File: config.mk
export PLATFORM = sky130hd
export DESIGN_NAME = uart_receiver_with_timeout_top
export DESIGN_NICKNAME = d
export VERILOG_FILES = /design/src/rtl/urxto_pkg.sv /design/src/rtl/urxto_cfg.sv /design/src/rtl/urxto_core.sv /design/src/rtl/urxto_obuf.sv /design/src/rtl/uart_receiver_with_timeout_top.sv
export VERILOG_INCLUDE_DIRS = /design/src /design/src/rtl
export SDC_FILE = /design/constraint.sdc
export NUM_CORES = 1
export LEC_CHECK = 0
export ABC_AREA = 1
export BUFFER_PORTS_ARGS = -buffer_cell sky130_fd_sc_hd__clkbuf_2
export CELL_PAD_IN_SITES_DETAIL_PLACEMENT = 0
export CELL_PAD_IN_SITES_GLOBAL_PLACEMENT = 1
export CORE_MARGIN = 1.5
export CORE_UTILIZATION = 30
export DETAILED_ROUTE_END_ITERATION = 6
export PLACE_DENSITY_LB_ADDON = 0.1
export SLEW_MARGIN = 40
export SYNTH_ARGS = -nofsm -noshare
export SYNTH_HDL_FRONTEND = slang
export SYNTH_SLANG_ARGS = --single-unit
File: constraint.sdc
create_clock -name clk -period 2.06 [get_ports clk]
set_input_delay 0.206 -clock clk [delete_from_list [all_inputs] [get_ports clk]]
set_output_delay 0.206 -clock clk [all_outputs]
set_load 0.05 [all_outputs]
File: src/rtl/assert_macros.svh
// Assertion helpers shared by the RTL files.
`ifndef ASSERT_MACROS_SVH
`define ASSERT_MACROS_SVH

// Checked on every rising edge outside of reset.
`define URX_ASSERT(label, clk, rst_n, prop, msg) \
  label: assert property (@(posedge clk) disable iff (!rst_n) prop) else $error(msg);

// Checked on every rising edge, reset included.
`define URX_ASSERT_ALWAYS(label, clk, prop, msg) \
  label: assert property (@(posedge clk) prop) else $error(msg);

`endif

File: src/rtl/urxto_pkg.sv
// ----------------------------------------------------------------------------
// urxto_pkg
// Types and constants of the 8N1 receiver with timeout.
// ----------------------------------------------------------------------------
`timescale 1ns / 1ps
`default_nettype none

package urxto_pkg;

  localparam int TickW   = 16;
  localparam int ByteW   = 8;
  localparam int LimitW  = 32;
  localparam int WaitW   = 17;
  localparam int PollW   = 33;
  localparam int BitIdxW = 4;
  localparam int CfgIdxW = 2;
  localparam int CfgDataW = 32;

  // register indexes
  localparam logic [CfgIdxW-1:0] REG_TICKS_PER_BIT = 2'd0;
  localparam logic [CfgIdxW-1:0] REG_BYTE_TARGET   = 2'd1;
  localparam logic [CfgIdxW-1:0] REG_TIMEOUT_TICKS = 2'd2;

  localparam logic [TickW-1:0]  RST_TICKS_PER_BIT = 16'd16;
  localparam logic [ByteW-1:0]  RST_BYTE_TARGET   = 8'd1;
  localparam logic [LimitW-1:0] RST_TIMEOUT_TICKS = 32'd100000;

  // opcodes
  localparam logic OP_TICK  = 1'b0;
  localparam logic OP_START = 1'b1;

  // result kinds
  localparam logic KIND_BYTE   = 1'b0;
  localparam logic KIND_FINISH = 1'b1;

  // phases
  localparam logic [1:0] PH_IDLE = 2'd0;
  localparam logic [1:0] PH_HUNT = 2'd1;
  localparam logic [1:0] PH_RECV = 2'd2;
  localparam logic [1:0] PH_WAIT = 2'd3;

  typedef struct packed {
    logic opcode;
    logic rx_level;
  } in_item_t;

  typedef struct packed {
    logic             kind;
    logic [ByteW-1:0] data;
    logic             success;
  } out_item_t;

  typedef struct packed {
    logic [TickW-1:0]  ticks_per_bit;
    logic [ByteW-1:0]  byte_target;
    logic [LimitW-1:0] timeout_ticks;
  } cfg_t;

endpackage

`default_nettype wire

File: src/rtl/urxto_cfg.sv
// ----------------------------------------------------------------------------
// urxto_cfg
// Configuration registers, written through a plain write port.
// ----------------------------------------------------------------------------
`timescale 1ns / 1ps
`default_nettype none

module urxto_cfg (
  input  wire logic                           clk,
  input  wire logic                           rst_n,
  input  wire logic                           cfg_we,
  input  wire logic [urxto_pkg::CfgIdxW-1:0]  cfg_index,
  input  wire logic [urxto_pkg::CfgDataW-1:0] cfg_wdata,
  output urxto_pkg::cfg_t                     cfg
);

  urxto_pkg::cfg_t cfg_r;

  always_ff @(posedge clk) begin
    if (!rst_n) begin
      cfg_r.ticks_per_bit <= urxto_pkg::RST_TICKS_PER_BIT;
      cfg_r.byte_target   <= urxto_pkg::RST_BYTE_TARGET;
      cfg_r.timeout_ticks <= urxto_pkg::RST_TIMEOUT_TICKS;
    end else if (cfg_we) begin
      case (cfg_index)
        urxto_pkg::REG_TICKS_PER_BIT: begin
          cfg_r.ticks_per_bit <= cfg_wdata[urxto_pkg::TickW-1:0];
        end
        urxto_pkg::REG_BYTE_TARGET: begin
          cfg_r.byte_target <= cfg_wdata[urxto_pkg::ByteW-1:0];
        end
        urxto_pkg::REG_TIMEOUT_TICKS: begin
          cfg_r.timeout_ticks <= cfg_wdata[urxto_pkg::LimitW-1:0];
        end
        default: begin
          // unmapped index, dropped
        end
      endcase
    end
  end

  assign cfg = cfg_r;

endmodule

`default_nettype wire

File: src/rtl/urxto_core.sv
// ----------------------------------------------------------------------------
// urxto_core
// Receive state machine: hunt, bit sampling, stop wait and completion test.
// One tick per cycle while step is high; result goes out with the same edge.
// ----------------------------------------------------------------------------
`timescale 1ns / 1ps
`default_nettype none

`include "assert_macros.svh"

module urxto_core (
  input  wire logic                 clk,
  input  wire logic                 rst_n,
  input  wire urxto_pkg::cfg_t      cfg,
  input  wire logic                 step,
  input  wire urxto_pkg::in_item_t  item,
  output logic                      res_valid,
  output urxto_pkg::out_item_t      res
);

  logic [1:0]                        phase_r, phase_nxt;
  logic [urxto_pkg::WaitW-1:0]       wait_r, wait_nxt;
  logic [urxto_pkg::BitIdxW-1:0]     bit_idx_r, bit_idx_nxt;
  logic [urxto_pkg::ByteW-1:0]       shift_r, shift_nxt;
  logic [urxto_pkg::ByteW-1:0]       nbytes_r, nbytes_nxt;
  logic [urxto_pkg::PollW-1:0]       poll_r, poll_nxt;

  logic                              wait_over;
  logic                              finish;
  logic [urxto_pkg::ByteW-1:0]       shift_upd;
  logic [urxto_pkg::BitIdxW-1:0]     bit_idx_inc;
  logic [urxto_pkg::WaitW-1:0]       tpb_ext;
  logic [urxto_pkg::WaitW:0]         tpb_x3;

  assign wait_over   = (wait_r <= urxto_pkg::WaitW'(1));
  assign finish      = (poll_r > {1'b0, cfg.timeout_ticks}) ||
                       (nbytes_r >= cfg.byte_target);
  assign shift_upd   = shift_r |
                       (urxto_pkg::ByteW'(item.rx_level) << bit_idx_r[2:0]);
  assign bit_idx_inc = bit_idx_r + urxto_pkg::BitIdxW'(1);
  assign tpb_ext     = urxto_pkg::WaitW'(cfg.ticks_per_bit);
  // 3P fits in 18 bits; half of it in 17
  assign tpb_x3      = {tpb_ext, 1'b0} + {1'b0, tpb_ext};

  always_comb begin
    phase_nxt   = phase_r;
    wait_nxt    = wait_r;
    bit_idx_nxt = bit_idx_r;
    shift_nxt   = shift_r;
    nbytes_nxt  = nbytes_r;
    poll_nxt    = poll_r;
    res_valid   = 1'b0;
    res         = '0;

    if (step) begin
      if (item.opcode == urxto_pkg::OP_START) begin
        phase_nxt   = urxto_pkg::PH_HUNT;
        wait_nxt    = '0;
        bit_idx_nxt = '0;
        shift_nxt   = '0;
        nbytes_nxt  = '0;
        poll_nxt    = '0;
      end else begin
        case (phase_r)
          urxto_pkg::PH_HUNT: begin
            if (finish) begin
              res_valid   = 1'b1;
              res.kind    = urxto_pkg::KIND_FINISH;
              res.success = (nbytes_r == cfg.byte_target);
              phase_nxt   = urxto_pkg::PH_IDLE;
            end else if (!item.rx_level) begin
              wait_nxt    = tpb_x3[urxto_pkg::WaitW:1];
              bit_idx_nxt = '0;
              shift_nxt   = '0;
              phase_nxt   = urxto_pkg::PH_RECV;
            end else begin
              poll_nxt = poll_r + urxto_pkg::PollW'(1);
            end
          end
          urxto_pkg::PH_RECV: begin
            if (!wait_over) begin
              wait_nxt = wait_r - urxto_pkg::WaitW'(1);
            end else begin
              shift_nxt   = shift_upd;
              bit_idx_nxt = bit_idx_inc;
              if (bit_idx_inc < urxto_pkg::BitIdxW'(8)) begin
                wait_nxt = tpb_ext;
              end else begin
                res_valid  = 1'b1;
                res.kind   = urxto_pkg::KIND_BYTE;
                res.data   = shift_upd;
                nbytes_nxt = nbytes_r + urxto_pkg::ByteW'(1);
                wait_nxt   = tpb_ext + urxto_pkg::WaitW'(1);
                phase_nxt  = urxto_pkg::PH_WAIT;
              end
            end
          end
          urxto_pkg::PH_WAIT: begin
            if (!wait_over) begin
              wait_nxt = wait_r - urxto_pkg::WaitW'(1);
            end else begin
              wait_nxt  = '0;
              poll_nxt  = poll_r + urxto_pkg::PollW'(1);
              phase_nxt = urxto_pkg::PH_HUNT;
            end
          end
          default: begin
            // idle: ticks are dropped
          end
        endcase
      end
    end
  end

  always_ff @(posedge clk) begin
    if (!rst_n) begin
      phase_r   <= urxto_pkg::PH_IDLE;
      wait_r    <= '0;
      bit_idx_r <= '0;
      shift_r   <= '0;
      nbytes_r  <= '0;
      poll_r    <= '0;
    end else begin
      phase_r   <= phase_nxt;
      wait_r    <= wait_nxt;
      bit_idx_r <= bit_idx_nxt;
      shift_r   <= shift_nxt;
      nbytes_r  <= nbytes_nxt;
      poll_r    <= poll_nxt;
    end
  end

  `URX_ASSERT(a_res_needs_step, clk, rst_n, res_valid |-> step, "result without a beat")
  `URX_ASSERT(a_byte_from_recv, clk, rst_n, (res_valid && res.kind == urxto_pkg::KIND_BYTE) |-> (phase_r == urxto_pkg::PH_RECV && bit_idx_r == urxto_pkg::BitIdxW'(7)), "byte emitted outside last data bit")
  `URX_ASSERT(a_finish_to_idle, clk, rst_n, (res_valid && res.kind == urxto_pkg::KIND_FINISH) |=> (phase_r == urxto_pkg::PH_IDLE), "finish did not return to idle")

endmodule

`default_nettype wire

File: src/rtl/urxto_obuf.sv
// ----------------------------------------------------------------------------
// urxto_obuf
// Result register plus one skid entry; keeps the input open while a
// finished result waits on the output.
// ----------------------------------------------------------------------------
`timescale 1ns / 1ps
`default_nettype none

`include "assert_macros.svh"

module urxto_obuf (
  input  wire logic                  clk,
  input  wire logic                  rst_n,
  input  wire logic                  push,
  input  wire urxto_pkg::out_item_t  push_item,
  output logic                       can_push,
  output logic                       out_valid,
  input  wire logic                  out_ready,
  output urxto_pkg::out_item_t       out_data
);

  logic                 out_valid_r, out_valid_nxt;
  logic                 skid_valid_r, skid_valid_nxt;
  urxto_pkg::out_item_t out_item_r, out_item_nxt;
  urxto_pkg::out_item_t skid_item_r, skid_item_nxt;
  logic                 out_take;

  assign out_take = out_valid_r && out_ready;
  assign can_push = !skid_valid_r;

  always_comb begin
    out_valid_nxt  = out_valid_r;
    skid_valid_nxt = skid_valid_r;
    out_item_nxt   = out_item_r;
    skid_item_nxt  = skid_item_r;
    if (out_take) begin
      out_valid_nxt = 1'b0;
    end
    if (skid_valid_r && !out_valid_nxt) begin
      out_valid_nxt  = 1'b1;
      out_item_nxt   = skid_item_r;
      skid_valid_nxt = 1'b0;
    end
    if (push) begin
      if (!out_valid_nxt) begin
        out_valid_nxt = 1'b1;
        out_item_nxt  = push_item;
      end else begin
        skid_valid_nxt = 1'b1;
        skid_item_nxt  = push_item;
      end
    end
  end

  always_ff @(posedge clk) begin
    if (!rst_n) begin
      out_valid_r  <= 1'b0;
      skid_valid_r <= 1'b0;
    end else begin
      out_valid_r  <= out_valid_nxt;
      skid_valid_r <= skid_valid_nxt;
    end
    out_item_r  <= out_item_nxt;
    skid_item_r <= skid_item_nxt;
  end

  assign out_valid = out_valid_r;
  assign out_data  = out_item_r;

  `URX_ASSERT(a_skid_behind_out, clk, rst_n, skid_valid_r |-> out_valid_r, "skid full with empty output")
  `URX_ASSERT(a_no_push_when_full, clk, rst_n, push |-> can_push, "beat pushed into full buffer")
  `URX_ASSERT(a_skid_kept, clk, rst_n, (skid_valid_r && !out_take) |=> (skid_valid_r && $stable(skid_item_r)), "skid entry lost")

endmodule

`default_nettype wire

File: src/rtl/uart_receiver_with_timeout_top.sv
// ----------------------------------------------------------------------------
// uart_receiver_with_timeout_top
// 8N1 serial receiver with poll timeout, driven by oversampling ticks.
//
// Channel  Dir  Handshake            Beat
// in_      in   in_valid/in_ready    opcode (tick or start), rx_level
// out_     out  out_valid/out_ready  kind (byte or finish), data, success
// cfg_     in   cfg_we               cfg_index selects register, cfg_wdata
//
// One tick per clock while in_ready is high; the state machine updates in the
// accept cycle; the result is registered in the result register or skid entry.
// in_ready drops only when both the result register and its skid entry
// hold results; it does not depend on out_ready combinationally.
// Reset is synchronous, active low; it loads the register defaults.
// ----------------------------------------------------------------------------
`timescale 1ns / 1ps
`default_nettype none

module uart_receiver_with_timeout_top (
  input  wire logic                           clk,
  input  wire logic                           rst_n,
  input  wire logic                           in_valid,
  output logic                                in_ready,
  input  wire urxto_pkg::in_item_t            in_data,
  output logic                                out_valid,
  input  wire logic                           out_ready,
  output urxto_pkg::out_item_t                out_data,
  input  wire logic                           cfg_we,
  input  wire logic [urxto_pkg::CfgIdxW-1:0]  cfg_index,
  input  wire logic [urxto_pkg::CfgDataW-1:0] cfg_wdata
);

  urxto_pkg::cfg_t      cfg;
  urxto_pkg::out_item_t res;
  logic                 res_valid;
  logic                 step;

  assign step = in_valid && in_ready;

  urxto_cfg u_cfg (
    .clk       (clk),
    .rst_n     (rst_n),
    .cfg_we    (cfg_we),
    .cfg_index (cfg_index),
    .cfg_wdata (cfg_wdata),
    .cfg       (cfg)
  );

  urxto_core u_core (
    .clk       (clk),
    .rst_n     (rst_n),
    .cfg       (cfg),
    .step      (step),
    .item      (in_data),
    .res_valid (res_valid),
    .res       (res)
  );

  urxto_obuf u_obuf (
    .clk       (clk),
    .rst_n     (rst_n),
    .push      (res_valid),
    .push_item (res),
    .can_push  (in_ready),
    .out_valid (out_valid),
    .out_ready (out_ready),
    .out_data  (out_data)
  );

endmodule

`default_nettype wire

-- Word level (Yosys, flattened, before mapping)
Cells that the tools add are included.
- $add $sub $neg: 6
- multiply operators: 0
- divide/modulo/power cells: 0
- $lt $le $gt $ge: 4
- equality and inequality tests: 14
- shift-type cells: 1
- multiplexer cells: 56
- bitwise operators: 1
- reduce and logical (&&, ||, !) cells: 21
- operators by type and width (operator ; number):
    33-bit 2-to-1 mux ; 4
    17-bit 2-to-1 mux ; 6
    8-bit 2-to-1 mux ; 10
    33-bit one-hot mux with 2 select lines ; 1
    17-bit one-hot mux with 3 select lines ; 1
    10-bit 2-to-1 mux ; 5
    33-bit by 1-bit adder with 33-bit output, second input constant ; 1
    33-bit by 32-bit greater-than comparator with 1-bit output ; 1
    17-bit by 16-bit adder with 18-bit output ; 1
    16-bit by 1-bit adder with 17-bit output, second input constant ; 1
    17-bit by 1-bit <= comparator with 1-bit output, second input constant ; 1
    17-bit by 1-bit subtractor with 17-bit output, second input constant ; 1
    4-bit 2-to-1 mux ; 4
    8-bit one-hot mux with 2 select lines ; 1
    1-bit 2-to-1 mux ; 13
    2-bit 2-to-1 mux ; 6
    3-bit != test, second input constant ; 4
    5-bit AND reduction ; 2
    9-bit 2-to-1 mux ; 1
    8-bit by 1-bit adder with 8-bit output, second input constant ; 1
    8-bit equality test ; 1
    8-bit greater-or-equal comparator ; 1
    8-bit bitwise OR ; 1
    4-bit one-hot mux with 2 select lines ; 1
    other kinds (20) ; 34
- register bits after elaboration: 150
- bits in latches: 0
- memory bits (writable): 0
- ROM bits: 0
- output and inout bits: 12
- word-level logic and storage cells: 120
- memories: 0

-- Logic depth before layout (Yosys ltp)
- depth after elaboration: 9
- mapped depth: 21
- gate-level depth less buffers: 20

-- Modules after synthesis
Synthesis repeated with hierarchy kept, for this count alone.
- cells, all modules: 1722
- area total of the unflattened synthesis: 10786.6 µm²
- modules (own cells, without submodules) (module ; times used ; cells each ; area an instance (µm²)):
    urxto_core ; 1 ; 1265 ; 7479.7
    urxto_cfg ; 1 ; 347 ; 2307.2
    urxto_obuf ; 1 ; 108 ; 992.2
    uart_receiver_with_timeout_top ; 1 ; 2 ; 7.5

-- Worst setup path before layout
No wires, ideal clock.
- path kind: flip-flop to flip-flop
- from: register u_core.poll_r[24] in the netlist's numbering
- to: register u_obuf.skid_item_r[0] in the netlist's numbering (enable)
- library setup time: 0.334 ns
- arrival: 1.798 ns
- required time: 1.726 ns
- path slack: -0.072 ns
- cell stages (with the launch flop): 14
- path buffers: 0
- cells stage by stage: dfxtp_1 ha_1 nand2_1 nor2_1 nand4_1 nor2_1 nand3b_1 nand3_1 nand2_1 nand2_2 nand2_1 nand2_1 nand3_1 inv_1
- longest elaborated chain between the ends: 7
- RTL lines (element ; RTL line ; text):
    from (decl) ; urxto_core.sv:26 ; logic [urxto_pkg::PollW-1:0] poll_r, poll_nxt;
    from (signal assigned) ; urxto_core.sv:129 ; poll_r <= poll_nxt;
    33-bit by 32-bit greater-than comparator with 1-bit output ; urxto_core.sv:36 ; assign finish = (poll_r > {1'b0, cfg.timeout_ticks}) ||
    1-bit logical OR ; urxto_core.sv:36 ;
    1-bit 2-to-1 mux ; urxto_core.sv:66 ; if (finish) begin
    1-bit one-hot mux with 2 select lines ; urxto_core.sv:64 ; case (phase_r)
    1-bit 2-to-1 mux ; urxto_core.sv:56 ; if (item.opcode == urxto_pkg::OP_START) begin
    1-bit 2-to-1 mux ; urxto_core.sv:55 ; if (step) begin
    2-bit AND reduction (no source line) ; -- ;
    to (signal assigned) ; urxto_obuf.sv:64 ; skid_item_r <= skid_item_nxt;
    to (decl) ; urxto_obuf.sv:25 ; urxto_pkg::out_item_t skid_item_r, skid_item_nxt;
No other way between the ends.
A chain may end at the register's enable or synchronous reset.

-- Worst setup path after layout
- from: register u_cfg.cfg_r, in the netlist u_cfg.cfg[22]
- to: register u_obuf.skid_item_r[9] in the netlist's numbering (enable)
- longest elaborated chain between the ends: 7
- RTL lines (element ; RTL line ; text):
    from (decl) ; urxto_cfg.sv:17 ; urxto_pkg::cfg_t cfg_r;
    33-bit by 32-bit greater-than comparator with 1-bit output ; urxto_core.sv:36 ;
    1-bit logical OR ; urxto_core.sv:36 ;
    1-bit 2-to-1 mux ; urxto_core.sv:66 ;
    1-bit one-hot mux with 2 select lines ; urxto_core.sv:64 ;
    1-bit 2-to-1 mux ; urxto_core.sv:56 ;
    1-bit 2-to-1 mux ; urxto_core.sv:55 ;
    2-bit AND reduction (no source line) ; -- ;
No other way between the ends.

==> impl_metrics.csv <==
group,metric,value,unit
global_routing,grt_use_total,0.2012,
hold_path,hp-class,"in -> reg",
setup_path,crit_required,2220,ps
logic_synthesis,syn-mean-instance-area,6.639,sq um
sta,tightest_slew,712.7,ps
clock_tree,numCtsBuffers,17,
outcome,violations,"setup timing",
sta,fin_crit,2347,ps
logic_synthesis,syn_inst,1526,
clock_tree,clockRootBuffer,"clkbuf_16",
logic_synthesis,synth_seq_cells,150,
layout,area_growth,36.69,%
logic_synthesis,yosysWarnings,0,
sta,clock_skew,16.56,ps
clock_tree,htree_num_levels,4,
pwr,power_leakage,6.076,nW
logic_synthesis,yosysSeqAreaShare,0.3063,
clock_tree,clockBufferDepth,2,
sta,slew_viol_final,0,
global_routing,grt_pass1_vias,10384,
sta,max_freq,426.1,MHz
floorplan,ios,53,
layout,n_fill_cell,3663,
logic_synthesis,synth_top_area_frac,0.2766,
logic_synthesis,synth.largest_area_cell,"dfxtp_1",
detailed_routing,drt.antenna.violating_nets,0,
detailed_routing,drc,0,
placement,dp_hpwl,25930,microns
global_routing,grt_overflow,0,
global_routing,grt_max_degree,52,
detailed_routing,wl_per_cell,15.50,microns
layout,multi_input_area,6751,sq um
clock_tree,clock-sinks,150,
logic_synthesis,ys.flop_type,"dfxtp_1",
clock_tree,insertion_delay,450,ps
layout,antennaDiodeCount,0,
global_routing,antenna_found_initial,0,
placement,port_buffers,52,
clock_tree,cts_tree,"done",
sta,rsz0062_at_grt,"true",
sta,slew_headroom,0.5243,
layout,finalNetCount,1866,
floorplan,die_w,186.8,microns
outcome,status,"finished, violations left",
floorplan,die_area,34880,sq um
sta,hold_violations,0,
sta,setup_ws,-286.7,ps
clock_tree,path_clk_slew,70,ps
sta,finalSetupViolCount,87,
floorplan,dieHeight,186.8,microns
logic_synthesis,synth_edf_count,10,
layout,drive_gt1_frac,0.2747,
detailed_routing,drt_wl_total,34420,microns
pwr,ir_drop,0.0006517,V
detailed_routing,vias_per_cell,4.732,
pwr,p_total,9.790,mW
logic_synthesis,async_flop_share,0,
logic_synthesis,syn-cell-area,10130,sq um
setup_path,crit_arrival,2500,ps
detailed_routing,vias,10510,
layout,seq_area,3115,sq um
pwr,power_density,706.9,nW/um^2
floorplan,core_area,33360,sq um
floorplan,start_util,0.3036,
setup_path,criticalPathCategory,"reg -> reg",
floorplan,row_count,67,
setup_path,critPathMaxFanout,5,
sta,tns,-19390,ps
flow_run,drv_cap,0,
logic_synthesis,syn_nets,1632,
detailed_routing,drt_iter0_markers,470,
setup_path,startpoint_type,"register",
sta,min_period_over_period,1.139,
global_routing,grt_pass1_wl,55320,microns
logic_synthesis,yosys.cell_types.count,53,
setup_path,end_kind,"register",
placement,place_congestion,0.8563,
detailed_routing,first_pass_iters,5,
logic_synthesis,synth_area_leaders,"dfxtp_1 28%, nand2_1 12%, nor2_1 8.8%",
power by group:
group,total (mW),switching (mW),internal (mW)
combinational,3.28,1.85,1.43
sequential,3.30,0.162,3.13
clock,3.21,1.36,1.85
cells in the final DEF (no fill, tap or decap), types with 37 or more instances in the layout:
master and n:
nand2_1 272, nor2_1 203, buf_4 195, inv_1 152, dfxtp_1 130, a21oi_1 101, o21ai_0 89, nand3_1 79
clkbuf_2 51, ha_1 50, nand2_2 37
logic make-up (layout without fill, tap and decap cells):
kind of cell             after synthesis  in the layout  share of synthesized area
adder cells (fa/ha/maj)               65             65                    0.08102
flip-flops                           150            150                     0.3063
XOR/XNOR                              43             43                    0.03866
AO/OA/AOI/OAI                        277            277                     0.1475
AND/OR/NAND/NOR                      753            753                     0.3256
multiplexers                          10             10                    0.01112
buffers and inverters                228            475                    0.08991
state kept, by name, summed over array words and instances (netlist names):
signal / flops
u_core.bit_idx_r: 4
u_obuf.skid_valid_r: 1
u_core.shift_r: 8
u_cfg.cfg: 56
u_core.nbytes_r: 8
u_core.poll_r: 33
u_core.phase_r: 2
u_obuf.out_data: 10
u_obuf.skid_item_r: 10
u_core.wait_r: 17
u_obuf.out_valid: 1
final cells by class:
class | instances | area share
Timing Repair Buffer | 269 | 0.1550
Clock inverter | 11 | 0.009035
Sequential cell | 150 | 0.2250
Multi-Input combinational cell | 1148 | 0.4875
Clock buffer | 21 | 0.03325
Tap cell | 448 | 0.04048
Timing Repair inverter | 1 | 0.0005421
Inverter | 173 | 0.04924
critical path, stage by stage (launching register included):
cell        delay (ps)
dfxtp_2            320
inv_2               40
ha_4               280
nand2_4             50
nor2_4             120
nand4_1            200
nor2_4             230
nand3b_1           120
nand3_2             80
nand2_2             70
nand2_4            120
nand2_4             70
nand2_4             80
nand3_4            110
clkinvlp_4         180
layer usage:
layer	wire length [microns]	global-route usage
met1	16080	0.2539
met5	0	0
met4	579	0.05769
met2	17150	0.3555
met3	615	0.02821
synthesized netlist by cell type (2+ instances only):
| cell type | count |
|---|---|
| nand2_1 | 312 |
| nor2_1 | 237 |
| inv_1 | 167 |
| dfxtp_1 | 140 |
| o21ai_0 | 115 |
| a21oi_1 | 113 |
| nand3_1 | 85 |
| ha_1 | 64 |
| nand4_1 | 35 |
| nor3_1 | 28 |
| clkbuf_1 | 27 |
| xor2_1 | 26 |
| buf_2 | 20 |
| o211ai_1 | 17 |
| xnor2_1 | 15 |
| nor4_1 | 13 |
| edfxtp_1 | 10 |
| mux2_2 | 10 |
| nand2_2 | 10 |
| o21ai_1 | 10 |
| nor2_2 | 7 |
| inv_2 | 5 |
| nor3b_1 | 5 |
| nand2_4 | 4 |
| o21a_1 | 4 |
| buf_1 | 3 |
| buf_6 | 3 |
| nand3_2 | 3 |
| nand3b_1 | 3 |
| o221ai_1 | 3 |
| a211o_1 | 2 |
| a21o_1 | 2 |
| buf_4 | 2 |
| nor2_4 | 2 |
| nor2_8 | 2 |
| nor3_2 | 2 |
| o21bai_1 | 2 |
| o22ai_1 | 2 |
| or2_2 | 2 |
per-stage QoR:
stage | instance area, sq um | instances | hold WS [ps] | worst slack, ps | util
after global routing | 13850 | 2221 | 49.24 | -417.7 | 0.4151
after detailed placement | 12270 | 2173 | 436.1 | -528.5 | 0.3678
after CTS | 13360 | 2215 | 20.79 | -232.5 | 0.4003
final | 13850 | 2221 | 41.44 | -286.7 | 0.4151
after global placement | 12270 | 2173 | 431.5 | -549.1 | 0.3678
after floorplan | 10130 | 1526 | 332.4 | 12.02 | -
timing repair:
item | in CTS | in global routing
endpoints found under the setup margin | 87 | 97
hold buffers | 1 | 0
gates resized for setup | 111 | 110
endpoints found under the hold margin | 1 | 0
gates cloned | 5 | 3
buffers inserted | 6 | 5
pin swaps | 27 | 33
final timing paths:
path / startpoint / to / slack [ps] / cells after the start
max: u_cfg.cfg[22] / u_obuf.skid_item_r[9] / -290 / 14
min: cfg_wdata[4] / u_cfg.cfg[44] / 40 / 3
max reg2reg: u_cfg.cfg[22] / u_obuf.skid_item_r[9] / -290 / 14
min reg2reg: u_core.shift_r[4] / u_core.shift_r[4] / 450 / 2
(Power assumes the default switching activity.)
